<file path="src/rtl/tsfd_pkg.sv">
// ----------------------------------------------------------------------------
// tsfd_pkg
// Shared types and constants for the triangle strip and fan decoder.
// ----------------------------------------------------------------------------
`default_nettype none

package tsfd_pkg;

  localparam int unsigned IdxW    = 15;
  localparam int unsigned TexW    = 16;
  localparam int unsigned CountW  = 16;
  localparam int unsigned LimitW  = 16;
  localparam int unsigned InDataW  = 64;
  localparam int unsigned OutDataW = 144;
  localparam int unsigned OutUserW = 2;

  localparam logic [LimitW-1:0] FaceLimitReset = 16'hFFFF;

  // record kinds carried on the input tuser
  localparam logic ReqCommand = 1'b0;
  localparam logic ReqVertex  = 1'b1;

  // one triangle corner: vertex index with its texel coordinates
  typedef struct packed {
    logic signed [TexW-1:0] tex_t;
    logic signed [TexW-1:0] tex_s;
    logic [IdxW-1:0]        index;
  } corner_t;

  typedef struct packed {
    logic                     req_type;
    logic signed [CountW-1:0] run_count;
    corner_t                  vertex;
  } in_item_t;

  typedef struct packed {
    corner_t corner0;
    corner_t corner1;
    corner_t corner2;
    logic    mesh_done;
    logic    limit_hit;
  } result_t;

endpackage

`default_nettype wire

</file>
<file path="src/rtl/tsfd_core.sv">
// ----------------------------------------------------------------------------
// tsfd_core
// Run state and triangle assembly; one record per cycle.
// ----------------------------------------------------------------------------
`default_nettype none

module tsfd_core (
  input  wire                          clk_i,
  input  wire                          rst_ni,
  input  wire                          item_valid_i,
  input  tsfd_pkg::in_item_t           item_i,
  input  wire [tsfd_pkg::LimitW-1:0]   face_limit_i,
  output logic                         res_valid_o,
  output tsfd_pkg::result_t            res_o
);

  logic                        fan_mode_q, fan_mode_d;
  logic [tsfd_pkg::IdxW-1:0]   run_left_q, run_left_d;
  logic [1:0]                  corners_seen_q, corners_seen_d;
  tsfd_pkg::corner_t           held_first_q, held_first_d;
  tsfd_pkg::corner_t           held_second_q, held_second_d;
  logic                        odd_q, odd_d;
  logic [tsfd_pkg::LimitW-1:0] faces_q, faces_d;
  logic                        stopped_q, stopped_d;

  logic [tsfd_pkg::CountW-1:0] cnt;
  logic [tsfd_pkg::CountW-1:0] mag;
  logic                        limit_reached;

  assign cnt           = item_i.run_count;
  assign mag           = 16'd0 - cnt;
  assign limit_reached = faces_q >= face_limit_i;

  always_comb begin
    fan_mode_d     = fan_mode_q;
    run_left_d     = run_left_q;
    corners_seen_d = corners_seen_q;
    held_first_d   = held_first_q;
    held_second_d  = held_second_q;
    odd_d          = odd_q;
    faces_d        = faces_q;
    stopped_d      = stopped_q;
    res_valid_o    = 1'b0;
    res_o          = '0;

    if (item_valid_i) begin
      if (item_i.req_type == tsfd_pkg::ReqCommand) begin
        if (cnt == '0) begin
          // terminator: clear the mesh, report done unless already reported
          fan_mode_d     = 1'b0;
          run_left_d     = '0;
          corners_seen_d = '0;
          held_first_d   = '0;
          held_second_d  = '0;
          odd_d          = 1'b0;
          faces_d        = '0;
          stopped_d      = 1'b0;
          if (!stopped_q) begin
            res_valid_o     = 1'b1;
            res_o.mesh_done = 1'b1;
          end
        end else if (stopped_q) begin
          // dropped
        end else if (limit_reached) begin
          stopped_d       = 1'b1;
          run_left_d      = '0;
          res_valid_o     = 1'b1;
          res_o.mesh_done = 1'b1;
          res_o.limit_hit = 1'b1;
        end else begin
          fan_mode_d     = cnt[tsfd_pkg::CountW-1];
          if (cnt[tsfd_pkg::CountW-1]) begin
            // largest fan saturates
            run_left_d = mag[tsfd_pkg::CountW-1] ? '1 : mag[tsfd_pkg::IdxW-1:0];
          end else begin
            run_left_d = cnt[tsfd_pkg::IdxW-1:0];
          end
          corners_seen_d = '0;
          odd_d          = 1'b0;
        end
      end else if (!stopped_q && run_left_q != '0) begin
        priority if (corners_seen_q == 2'd0) begin
          held_first_d   = item_i.vertex;
          corners_seen_d = 2'd1;
          run_left_d     = run_left_q - 1'b1;
        end else if (corners_seen_q == 2'd1) begin
          held_second_d  = item_i.vertex;
          corners_seen_d = 2'd2;
          run_left_d     = run_left_q - 1'b1;
        end else if (limit_reached) begin
          stopped_d       = 1'b1;
          run_left_d      = '0;
          res_valid_o     = 1'b1;
          res_o.mesh_done = 1'b1;
          res_o.limit_hit = 1'b1;
        end else begin
          run_left_d    = run_left_q - 1'b1;
          res_valid_o   = 1'b1;
          res_o.corner2 = item_i.vertex;
          if (fan_mode_q) begin
            res_o.corner0 = held_first_q;
            res_o.corner1 = held_second_q;
            held_second_d = item_i.vertex;
          end else begin
            // alternate triangles swap the held pair to keep the winding
            res_o.corner0 = odd_q ? held_second_q : held_first_q;
            res_o.corner1 = odd_q ? held_first_q : held_second_q;
            held_first_d  = held_second_q;
            held_second_d = item_i.vertex;
            odd_d         = ~odd_q;
          end
          faces_d = faces_q + 1'b1;
        end
      end
    end
  end

  always_ff @(posedge clk_i or negedge rst_ni) begin
    if (!rst_ni) begin
      fan_mode_q     <= 1'b0;
      run_left_q     <= '0;
      corners_seen_q <= '0;
      odd_q          <= 1'b0;
      faces_q        <= '0;
      stopped_q      <= 1'b0;
    end else begin
      fan_mode_q     <= fan_mode_d;
      run_left_q     <= run_left_d;
      corners_seen_q <= corners_seen_d;
      odd_q          <= odd_d;
      faces_q        <= faces_d;
      stopped_q      <= stopped_d;
    end
  end

  always_ff @(posedge clk_i) begin
    held_first_q  <= held_first_d;
    held_second_q <= held_second_d;
  end

endmodule

`default_nettype wire

</file>
<file path="src/rtl/tsfd_out_reg.sv">
// ----------------------------------------------------------------------------
// tsfd_out_reg
// Result register holding one triangle or done flag until it is taken.
// ----------------------------------------------------------------------------
`default_nettype none

module tsfd_out_reg (
  input  wire                clk_i,
  input  wire                rst_ni,
  input  wire                in_valid_i,
  input  tsfd_pkg::result_t  in_data_i,
  output logic               in_ready_o,
  output logic               out_valid_o,
  output tsfd_pkg::result_t  out_data_o,
  input  wire                out_ready_i
);

  logic              valid_q;
  tsfd_pkg::result_t data_q;

  // free when empty or emptied this cycle
  assign in_ready_o  = !valid_q || out_ready_i;
  assign out_valid_o = valid_q;
  assign out_data_o  = data_q;

  always_ff @(posedge clk_i or negedge rst_ni) begin
    if (!rst_ni) begin
      valid_q <= 1'b0;
    end else if (in_ready_o) begin
      valid_q <= in_valid_i;
    end
  end

  always_ff @(posedge clk_i) begin
    if (in_ready_o && in_valid_i) begin
      data_q <= in_data_i;
    end
  end

endmodule

`default_nettype wire

</file>
<file path="src/rtl/tri_strip_fan_decoder.sv">
// ----------------------------------------------------------------------------
// tri_strip_fan_decoder
// Turns a stream of strip and fan commands with vertex records into a
// plain triangle list, with mesh done and face limit reporting.
// ----------------------------------------------------------------------------
//
//  channel   direction  handshake                   carries
//  s_axis    in         s_axis_tvalid/tready        command or vertex record
//  m_axis    out        m_axis_tvalid/tready        triangle or done flags
//  cfg       in         cfg_wvalid_i/cfg_wready_o   face_limit
//
//  one record per cycle while m_axis is not stalled; a record is decoded in the
//  cycle it is accepted and its result, if any, appears on m_axis from the next cycle
//  throughput is set by the single result register: the input is taken
//  whenever that register is empty or being emptied in the same cycle
//  a stall on m_axis holds the result and stops s_axis the same cycle
//  reset clears the run state, the result register and sets face_limit to
//  its top value
//
`default_nettype none

module tri_strip_fan_decoder (
  input  wire                                clk_i,
  input  wire                                rst_ni,
  // record input
  input  wire                                s_axis_tvalid,
  output logic                               s_axis_tready,
  // run_count[15:0], vertex_index[30:16], tex_s[46:31], tex_t[62:47], zero
  input  wire [tsfd_pkg::InDataW-1:0]        s_axis_tdata,
  // req_type[0]
  input  wire [0:0]                          s_axis_tuser,
  // triangle output
  output logic                               m_axis_tvalid,
  input  wire                                m_axis_tready,
  // corner0_index[14:0], corner1_index[29:15], corner2_index[44:30],
  // corner0_s[60:45], corner0_t[76:61], corner1_s[92:77], corner1_t[108:93],
  // corner2_s[124:109], corner2_t[140:125], zero
  output logic [tsfd_pkg::OutDataW-1:0]      m_axis_tdata,
  // mesh_done[0], limit_hit[1]
  output logic [tsfd_pkg::OutUserW-1:0]      m_axis_tuser,
  // face limit register
  input  wire                                cfg_wvalid_i,
  output logic                               cfg_wready_o,
  input  wire [tsfd_pkg::LimitW-1:0]         cfg_wdata_i
);

  logic [tsfd_pkg::LimitW-1:0] face_limit_q;
  tsfd_pkg::in_item_t          item;
  logic                        accept;
  logic                        res_valid;
  tsfd_pkg::result_t           res;
  tsfd_pkg::result_t           out_res;

  // register writes are always taken
  assign cfg_wready_o = 1'b1;

  always_ff @(posedge clk_i or negedge rst_ni) begin
    if (!rst_ni) begin
      face_limit_q <= tsfd_pkg::FaceLimitReset;
    end else if (cfg_wvalid_i) begin
      face_limit_q <= cfg_wdata_i;
    end
  end

  // unpack the record
  assign item.req_type     = s_axis_tuser[0];
  assign item.run_count    = s_axis_tdata[15:0];
  assign item.vertex.index = s_axis_tdata[30:16];
  assign item.vertex.tex_s = s_axis_tdata[46:31];
  assign item.vertex.tex_t = s_axis_tdata[62:47];

  assign accept = s_axis_tvalid && s_axis_tready;

  tsfd_core u_core (
    .clk_i        (clk_i),
    .rst_ni       (rst_ni),
    .item_valid_i (accept),
    .item_i       (item),
    .face_limit_i (face_limit_q),
    .res_valid_o  (res_valid),
    .res_o        (res)
  );

  tsfd_out_reg u_out_reg (
    .clk_i       (clk_i),
    .rst_ni      (rst_ni),
    .in_valid_i  (res_valid),
    .in_data_i   (res),
    .in_ready_o  (s_axis_tready),
    .out_valid_o (m_axis_tvalid),
    .out_data_o  (out_res),
    .out_ready_i (m_axis_tready)
  );

  // pack the triangle, lowest field first
  assign m_axis_tdata = {3'b000,
                         out_res.corner2.tex_t, out_res.corner2.tex_s,
                         out_res.corner1.tex_t, out_res.corner1.tex_s,
                         out_res.corner0.tex_t, out_res.corner0.tex_s,
                         out_res.corner2.index, out_res.corner1.index,
                         out_res.corner0.index};
  assign m_axis_tuser = {out_res.limit_hit, out_res.mesh_done};

endmodule

`default_nettype wire
</file>
<file path="config.mk">
export PLATFORM = sky130hd
export DESIGN_NAME = tri_strip_fan_decoder
export DESIGN_NICKNAME = d
export VERILOG_FILES = /design/src/rtl/tsfd_pkg.sv /design/src/rtl/tsfd_core.sv /design/src/rtl/tsfd_out_reg.sv /design/src/rtl/tri_strip_fan_decoder.sv
export SDC_FILE = /design/constraint.sdc
export NUM_CORES = 1
export LEC_CHECK = 0
export BUFFER_PORTS_ARGS = -buffer_cell sky130_fd_sc_hd__clkbuf_2
export CORE_ASPECT_RATIO = 1.5
export CORE_MARGIN = 2
export CORE_UTILIZATION = 45
export DETAILED_ROUTE_END_ITERATION = 10
export GPL_TIMING_DRIVEN = 0
export PLACE_DENSITY = 0.66
export REMOVE_ABC_BUFFERS = 1
export SLEW_MARGIN = 5
export SYNTH_ARGS = -nofsm -noshare
export SYNTH_HDL_FRONTEND = slang
export SYNTH_SLANG_ARGS = --single-unit
</file>
<file path="constraint.sdc">
create_clock -name clk_i -period 18.31 [get_ports clk_i]
set_input_delay 0 -clock clk_i [delete_from_list [all_inputs] [get_ports clk_i]]
set_output_delay 0 -clock clk_i [all_outputs]
set_load 0.1 [all_outputs]
</file>
==> results.txt, run 1 <==
Leakage = 6.68 nW
# rows = 77
total congestion overflow = 0
Slew HR = 14.4%
Worst Hold Launch = s_axis_tdata[11]
non-filler instance count after layout = 1915
Post-Layout Inst Area = 17100 um^2
Post-Syn Instances = 1198
DP Area = 15100 um^2
status = complete, no violations
CP endpoint kind = flip-flop
syn avg cell area = 11.2 um^2
Tightest Pin Transition = 1.27 ns
Area contributors post-synth = edfxtp_1, dfrtp_1, nand2_1
RSZ-0062 raised after global routing = false
Synth cell types = 56
I/O Pins = 235
CTS max path bufs = 3
Initial DRC Count = 625
clock skew = 0.0239 ns
Clock Sinks = 290
DRC violations left = 0
Vias/cell = 5.47
commonest cells after routing, fill and taps aside = nand2_1, edfxtp_1, clkbuf_2
Yosys reg bits = 290
CTS tree = built
Async SR Flop Fraction = 18.3%
RePlAce Congestion = 0.872
Max VDD drop = 97.0 uV
Initial Util = 45.7%
synthesized cell area = 13400 um^2
total number of vias = 10500
critical path launch point = face_limit_q[9]
root buf cell = clkbuf_16
fin crit period = 4.78 ns
Post-synth EDFFs = 237
Setup violations, final = 0
area leader, netlist = edfxtp_1
Syn-to-layout area delta = 27.7%
Slew Limit Fails = 0
Hold Path Class = in -> reg
Synth Warn # = 0
global-route wire length before repair = 55200 um
Core Area = 29400 um^2
routed len/inst = 17.9 um
crit path max fanout = 64
PD cells = 116 nW/um^2
post-cts repair resize count = 0
Final Hold Vio Count = 0
CTS Hold Bufs = 108
ant diodes = 0
clk_lat worst skew = 0.56 ns
Top FF cell, synth = edfxtp_1
Total Wirelength = 34200 um
Buffers on Ports = 229
Die Wd = 145 um
Clock Pin Slew Worst Setup and Hold Paths = 0.07 ns
Setup Fix Bufs, Post-CTS = 0
Critical R2R Launch = face_limit_q[9]
WS Path Type = reg -> reg
Worst setup SP type = flip-flop
drt pass-1 iters = 5
CP arrival = 5.05 ns
total power draw = 1.99 mW
initial antenna violation count = 0
H-tree levels = 1
DP HPWL = 22000 um
vias in the first global route = 10600
commonest non-fill, non-tap cell in the layout = nand2_1
CTS Buf Count = 28
share of the synthesized area in the top cell type = 53.0%
final layout net count = 1604
Final ANT Viol Nets = 0
fraction of layout cells with a size suffix above 1 = 21.4%
die area = 31300 um^2
WP data required = 18.57 ns
Seq/Total Area, Yosys = 63.0%
GRT Overall Usage = 21.8%
DP Cell Count = 1755
Final Core Density = 58.3%
die height = 216 um
MaxCap Viol Count = 0
fin crit share = 26.1%
post-route setup TNS = 0 ns
Max Clock Freq = 209 MHz
largest net degree at the start of global routing = 73
-- kinds of logic after synthesis --
| kind of cell | share of synthesized area, % |
|---|---|
| other | 0.0559 |
| AOI/OAI and AO/OA | 13.7 |
| DFF | 63.0 |
| and+or+nand+nor | 17.9 |
| adders and majority gates | 1.86 |
| muxes | 0.0839 |
| buffers and inverters | 3.39 |
-- metal layers --
layer	routed length (um)	up-vias	track usage, %
li1	-	4978	-
met1	13400	5093	25.9
met2	18000	334	40.0
met3	1680	77	2.71
met4	1200	0	8.78
met5	0	-	0
-- through the flow --
| stage | setup slack, ns | hold WS [ns] |
|---|---|---|
| after floorplan | 11.93 | -0.296 |
| after global placement | 9.99 | 0.210 |
| after detailed placement | 13.68 | 0.145 |
| after CTS | 13.61 | 0.00129 |
| after global routing | 13.14 | 0.0500 |
| final | 13.53 | 0.0196 |
-- final timing paths --
path / to / slack [ns] / depth (start not counted)
min in group asynchronous: u_core.run_left_q[7] / 0.08 / 2
max in group asynchronous: u_core.faces_q[15] / 17.67 / 2
min reg2reg: u_core.faces_q[8] / 0.53 / 1
min: u_core.run_left_q[13] / 0.02 / 5
max: u_out_reg.out_data_o[130] / 13.53 / 10
max reg2reg: u_out_reg.out_data_o[130] / 13.53 / 10
-- state kept, by name (all words and copies together), names as in the netlist --
| register | cells |
|---|---|
| face_limit_q | 16 |
| u_core.odd_q | 1 |
| u_core.fan_mode_q | 1 |
| u_core.stopped_q | 1 |
| u_core.run_left_q | 15 |
| u_core.corners_seen_q | 2 |
| u_core.held_second_q | 47 |
| u_core.held_first_q | 47 |
| u_out_reg.out_valid_o | 1 |
| u_core.faces_q | 16 |
| u_out_reg.out_data_o | 143 |
-- cells in the mapped netlist (all sizes together), types with 2 or more instances --
cell and number:
ha 20, conb 2, o22ai 4, and2 97
o21ai 32, dfstp 16, nor2 33, nor4 10
nand3 27, a31o 3, nand2 242, nor3b 5
a41oi 5, and3 5, o31ai 16, or4b 2
nor4b 2, or3 6, o2111ai 4, a31oi 6
nand4 15, o311ai 3, or4 20, inv 29
nor3 9, o41ai 3, nand4b 3, o221ai 5
dfrtp 37, buf 15, a22o 48, edfxtp 237
a21oi 126, o21a 7, nand2b 5, a211oi 4
or2 6, clkbuf 67, a21o 2, o211ai 12
-- layout make-up --
cell class                 instances  area [um^2]
clock buffer                      38          790
clock inverter                    14          126
fill                            2357        12200
inverter                          29          109
multi-input combinational        799         4610
sequential                       290         8460
tap                              395          494
timing repair buffer             350         2550
-- worst max-delay path, cell delays in order, from the launching register on --
cell and delay (ns):
dfstp_2 0.52, inv_1 0.06, ha_1 0.31, a21oi_1 0.16, nor3_1 0.06, nor4_1 1.05
nand3_1 0.71, o21ai_0 0.63, nand2_4 0.36, buf_16 0.34, buf_16 0.25
-- power by group --
group	internal, mW	switching (mW)	leakage, nW	total, mW
registers	0.799	0.0534	2.88	0.852
clock network	0.330	0.249	0.441	0.579
logic	0.175	0.382	3.36	0.557
total	1.30	0.684	6.68	1.99
Power figures use the tool's default switching activity.
==> run 2, diff against run 1 <==
- PLACE_DENSITY: 0.66 -> 0.69
- clock period: 18.31 -> 4.1 ns (I/O delays scaled with it)
==> run 2 against run 1 <==
Compared with the run above:
- critical path depth is the same
- global-route usage increased by 0.28 points
- via count increased by 0.50%
- clock power rose to 4.7 times the previous value
- non-clock buffer count rose by 3
- sequential power grew to 4.5 times the previous value
==> results.txt, run 2 (synthesis gave the netlist of run 1 again) <==
CP endpoint kind = flip-flop
logic gate share of total power = 28.0%
Clock Power Share = 30.2%
Setup violations, final = 0
WP data required = 4.32 ns
CTS Buf Count = 28
status = complete, no violations
RePlAce Congestion = 0.862
Vias/cell = 5.49
fin crit share = 93.3%
Clock Sinks = 290
die height = 216 um
Worst setup SP type = flip-flop
commonest cells after routing, fill and taps aside = nand2_1, edfxtp_1, clkbuf_2
Clock Pin Slew Worst Setup and Hold Paths = 0.06 ns
Max VDD drop = 311 uV
# rows = 77
routed len/inst = 18.2 um
I/O Pins = 235
fraction of layout cells with a size suffix above 1 = 22.2%
Pint = 6.00 mW
clock skew = 0.0124 ns
root buf cell = clkbuf_16
CP arrival = 4.05 ns
Post-Layout Inst Area = 17300 um^2
Slew Limit Fails = 0
DP Area = 15200 um^2
Leakage = 6.76 nW
final layout net count = 1608
Buffers on Ports = 229
total number of vias = 10500
DRC violations left = 0
critical path launch point = face_limit_q[13]
dpl ws = -0.644 ns
Initial DRC Count = 593
Slew HR = 10.7%
largest net degree at the start of global routing = 78
crit path capture = u_out_reg.out_data_o[54]
reg2reg end = u_out_reg.out_data_o[54]
CTS max path bufs = 3
Flop pwr share = 41.9%
die area = 31300 um^2
Max Clock Freq = 261 MHz
sw power = 3.09 mW
drt pass-1 iters = 5
global-route wire length before repair = 55600 um
Hold WS = 0.0560 ns
total congestion overflow = 0
Reg2Reg Depth = 10
Final Hold Vio Count = 0
R2R Setup Slk = 0.27 ns
Final WS setup = 0.273 ns
CTS tree = built
H-tree levels = 1
Die Wd = 145 um
Setup Fix Bufs, Post-CTS = 0
crit path max fanout = 57
Hold Path Class = in -> reg
Critical R2R Launch = face_limit_q[13]
fin crit period = 3.83 ns
Syn-to-layout area delta = 29.0%
Total Wirelength = 35000 um
clk_lat worst skew = 0.55 ns
initial antenna violation count = 2
Tightest Pin Transition = 1.33 ns
GRT Overall Usage = 22.1%
max reg flops = 143
WS Path Type = reg -> reg
Sw Ratio = 34.0%
PD cells = 525 nW/um^2
commonest non-fill, non-tap cell in the layout = nand2_1
Final ANT Viol Nets = 0
Initial Util = 45.7%
MaxCap Viol Count = 0
Core Area = 29400 um^2
DP HPWL = 21600 um
vias in the first global route = 10500
[run 2: changes by cell type in the layout (fill, tap and decap cells not counted), sizes merged]
cell / before / now
clkbuf: 267 / 259
clkinv: 9 / 13
bufinv: 2 / 5
dlygate4sd3: 108 / 110
inv: 29 / 31
buf: 13 / 14
clkinvlp: 3 / 2
diode: 0 / 1
nand2: 242 / 243
[run 2: what timing repair did]
item / CTS / global route
pin swaps: 1 / 0
gates resized for setup: 6 / 5
hold buffers: 110 / 0
endpoints found under the setup margin: 237 / 118
hold endpoints to repair: 234 / 0
cloned: 1 / 0
[run 2: layout make-up]
| class | instances | area, um^2 |
|---|---|---|
| antenna | 1 | 2.50 |
| clock buffer | 30 | 729 |
| clock inverter | 22 | 249 |
| fill | 2369 | 12100 |
| inverter | 29 | 109 |
| multi-input combinational | 800 | 4670 |
| sequential | 290 | 8460 |
| tap | 395 | 494 |
| timing repair buffer | 353 | 2600 |
[run 2: layer usage]
metal / vias to the layer above / wire length, um / global-route usage [%]
li1: 4998 / - / -
met2: 339 / 18700 / 40.5
met5: - / 14 / 0
met1: 5131 / 13400 / 26.1
met3: 64 / 1760 / 2.62
met4: 2 / 1170 / 9.54
[run 2: power groups by stage]
stage / combinational, mW / sequential (mW) / clock [mW]
2_1_floorplan: 1.29 / 4.22 / 0
4_1_cts: 2.55 / 3.80 / 2.80
3_3_place_gp: 2.27 / 3.88 / 0
3_5_place_dp: 2.45 / 3.86 / 0
5_1_grt: 2.79 / 3.84 / 2.91
6_report: 2.54 / 3.81 / 2.74
[run 2: worst min-delay path by stage]
stage,startpoint,to,slack [ns],cells past startpoint
floorplan,rst_ni,u_core.corners_seen_q[0],-0.30,0
global route,s_axis_tdata[15],u_core.fan_mode_q,0.09,3
global placement,cfg_wdata_i[9],face_limit_q[9],0.21,3
finish,s_axis_tdata[7],u_core.run_left_q[8],0.06,4
CTS,s_axis_tdata[7],u_core.run_left_q[8],0.02,4
detailed placement,rst_ni,u_core.run_left_q[11],0.15,1
[run 2: per-stage QoR]
step | std cells | power (mW) | TNS, ns | utilization (%)
2_1_floorplan | 1118 | 5.51 | -510.13 | -
3_3_place_gp | 1742 | 6.15 | -1284.96 | 50.1
3_5_place_dp | 1756 | 6.30 | -74.05 | 51.6
4_1_cts | 1919 | 9.15 | 0 | 58.8
5_1_grt | 1920 | 9.54 | -0.832 | 58.9
6_report | 1920 | 9.09 | 0 | 58.9
[run 2: worst max-delay path, cell delays in order, from the launching register on]
cell	delay, ns
dfstp_2	0.52
inv_1	0.04
ha_1	0.29
nand4_1	0.20
nor3_2	0.33
or4b_1	0.65
nand3_2	0.34
o21ai_2	0.22
nand2_8	0.26
buf_16	0.29
buf_16	0.29
==> run 3, diff against run 2 <==
- CORE_UTILIZATION: 45 -> 51
- PLACE_DENSITY: 0.69 -> 0.77
==> run 3 against run 2 <==
Compared with the run above:
- worst hold slack worse by 0.025 ns
- largest cell class unchanged
- sequential share of layout area rose by 0.72 points
- critical path depth unchanged
- cell count is 3.8% lower
- wire length grew 4.3%
==> results.txt, run 3 (synthesis gave the netlist of run 1 again) <==
status = complete, no violations
Setup Fix Bufs, Post-CTS = 0
global-route wire length before repair = 57400 um
RSZ-0062 raised after global routing = false
CP arrival = 4.13 ns
die height = 203 um
DRC violations left = 0
hold path cells = 3
PD cells = 522 nW/um^2
Slew Limit Fails = 0
WP data required = 4.32 ns
I/O Pins = 235
DP HPWL = 22500 um
Leakage = 6.67 nW
Core Area = 25900 um^2
crit path max fanout = 59
max reg flops = 143
Vias/cell = 5.86
commonest non-fill, non-tap cell in the layout = nand2_1
clock skew = 0.0156 ns
Total Wirelength = 36500 um
Final Core Density = 66.0%
initial antenna violation count = 0
Final Hold Vio Count = 0
Clock Pin Slew Worst Setup and Hold Paths = 0.07 ns
CP endpoint kind = flip-flop
total congestion overflow = 0
Hold Path Class = in -> reg
commonest cells after routing, fill and taps aside = nand2_1, edfxtp_1, clkbuf_2
Reg2Reg Depth = 10
Initial DRC Count = 860
Final ANT Viol Nets = 0
die area = 27700 um^2
clk_lat worst skew = 0.54 ns
WS Path Type = reg -> reg
Clock Sinks = 290
fill count = 1854
final layout net count = 1601
routed len/inst = 19.7 um
MaxCap Viol Count = 0
non-filler instance count after layout = 1848
Syn-to-layout area delta = 27.1%
CTS max path bufs = 3
Tightest Pin Transition = 0.952 ns
fraction of layout cells with a size suffix above 1 = 21.7%
Buffers on Ports = 229
# rows = 72
ant diodes = 0
FF+latch area = 8460 um^2
Min-Delay Endpoint = u_core.run_left_q[4]
CTS tree = built
Initial Util = 51.9%
CTS Buf Count = 27
H-tree levels = 1
Die Wd = 136 um
Worst setup SP type = flip-flop
root buf cell = clkbuf_16
RePlAce Congestion = 0.871
Max Clock Freq = 256 MHz
drt pass-1 iters = 5
GRT Overall Usage = 26.5%
largest net degree at the start of global routing = 83
area occupied by multi-input gates = 4670 um^2
fin crit period = 3.91 ns
fin crit share = 95.3%
Slew HR = 35.9%
Critical R2R Launch = face_limit_q[15]
total number of vias = 10800
Worst Hold Launch = s_axis_tdata[4]
Setup violations, final = 0
DP Cell Count = 1694
reg2reg end = u_out_reg.out_data_o[14]
total power draw = 8.90 mW
vias in the first global route = 10900
Max VDD drop = 320 uV
R2R Setup Slk = 0.19 ns
-- run 3: power breakdown --
part	internal (mW)	total [mW]	switching (mW)
clock	1.40	2.48	1.09
combinational	0.839	2.60	1.76
sequential	3.57	3.81	0.247
total	5.80	8.90	3.10
-- run 3: layout make-up --
| cell class | count | area share (%) |
|---|---|---|
| Multi-Input combinational cell | 800 | 27.4 |
| Sequential cell | 290 | 49.6 |
| Inverter | 29 | 0.638 |
| Tap cell | 333 | 2.44 |
| Clock buffer | 33 | 4.09 |
| Clock inverter | 16 | 0.917 |
| Timing Repair Buffer | 347 | 14.9 |
-- run 3: worst max path at each step --
stage | startpoint | end | slack (ns)
after floorplan | u_out_reg.out_valid_o | u_out_reg.out_data_o[0] | -2.28
after global placement | face_limit_q[13] | u_out_reg.out_data_o[14] | -4.08
after detailed placement | face_limit_q[13] | u_out_reg.out_data_o[14] | -0.55
after CTS | face_limit_q[13] | u_core.held_second_q[6] | 0.006
after global routing | face_limit_q[15] | u_out_reg.out_data_o[113] | 0.05
final | face_limit_q[15] | u_out_reg.out_data_o[14] | 0.19
-- run 3: metrics by stage --
step	TNS, ns	hold WS [ns]	instance area [um^2]	worst slack [ns]
floorplan	-510.13	-0.296	13100	-2.28
global placement	-1263.97	0.215	14600	-4.08
detailed placement	-61.18	0.148	15100	-0.547
CTS	0	0.00387	17000	0.00570
global route	0	0.00631	17100	0.0548
finish	0	0.0310	17100	0.192
-- run 3: what timing repair did --
| action | 4_1_cts | 5_1_grt |
|---|---|---|
| hold buffers | 104 | 0 |
| cloned | 1 | 0 |
| gates resized for setup | 5 | 6 |
| pin swaps | 1 | 0 |
| hold endpoints to repair | 217 | 0 |
| endpoints found under the setup margin | 265 | 149 |
-- run 3: critical path, stage by stage, from the launching register on --
cell     delay [ns]
dfstp_2        0.52
inv_1          0.05
ha_1           0.31
nand4_1        0.20
nor3_2         0.34
or4b_1         0.67
nand3_2        0.35
o21ai_2        0.22
nand2_8        0.26
buf_16         0.33
buf_16         0.29
-- run 3: metal layers --
metal  vias to the layer above  share of wire (%)  global-route usage [%]  wire length (um)
met5                         -                  0                       0                 0
met4                         0                4.0                    11.8              1440
met3                        96                6.3                    3.07              2280
met2                       516                 53                    48.2             19500
met1                      5231                 36                    30.8             13200
li1                       4981                  -                       -                 -
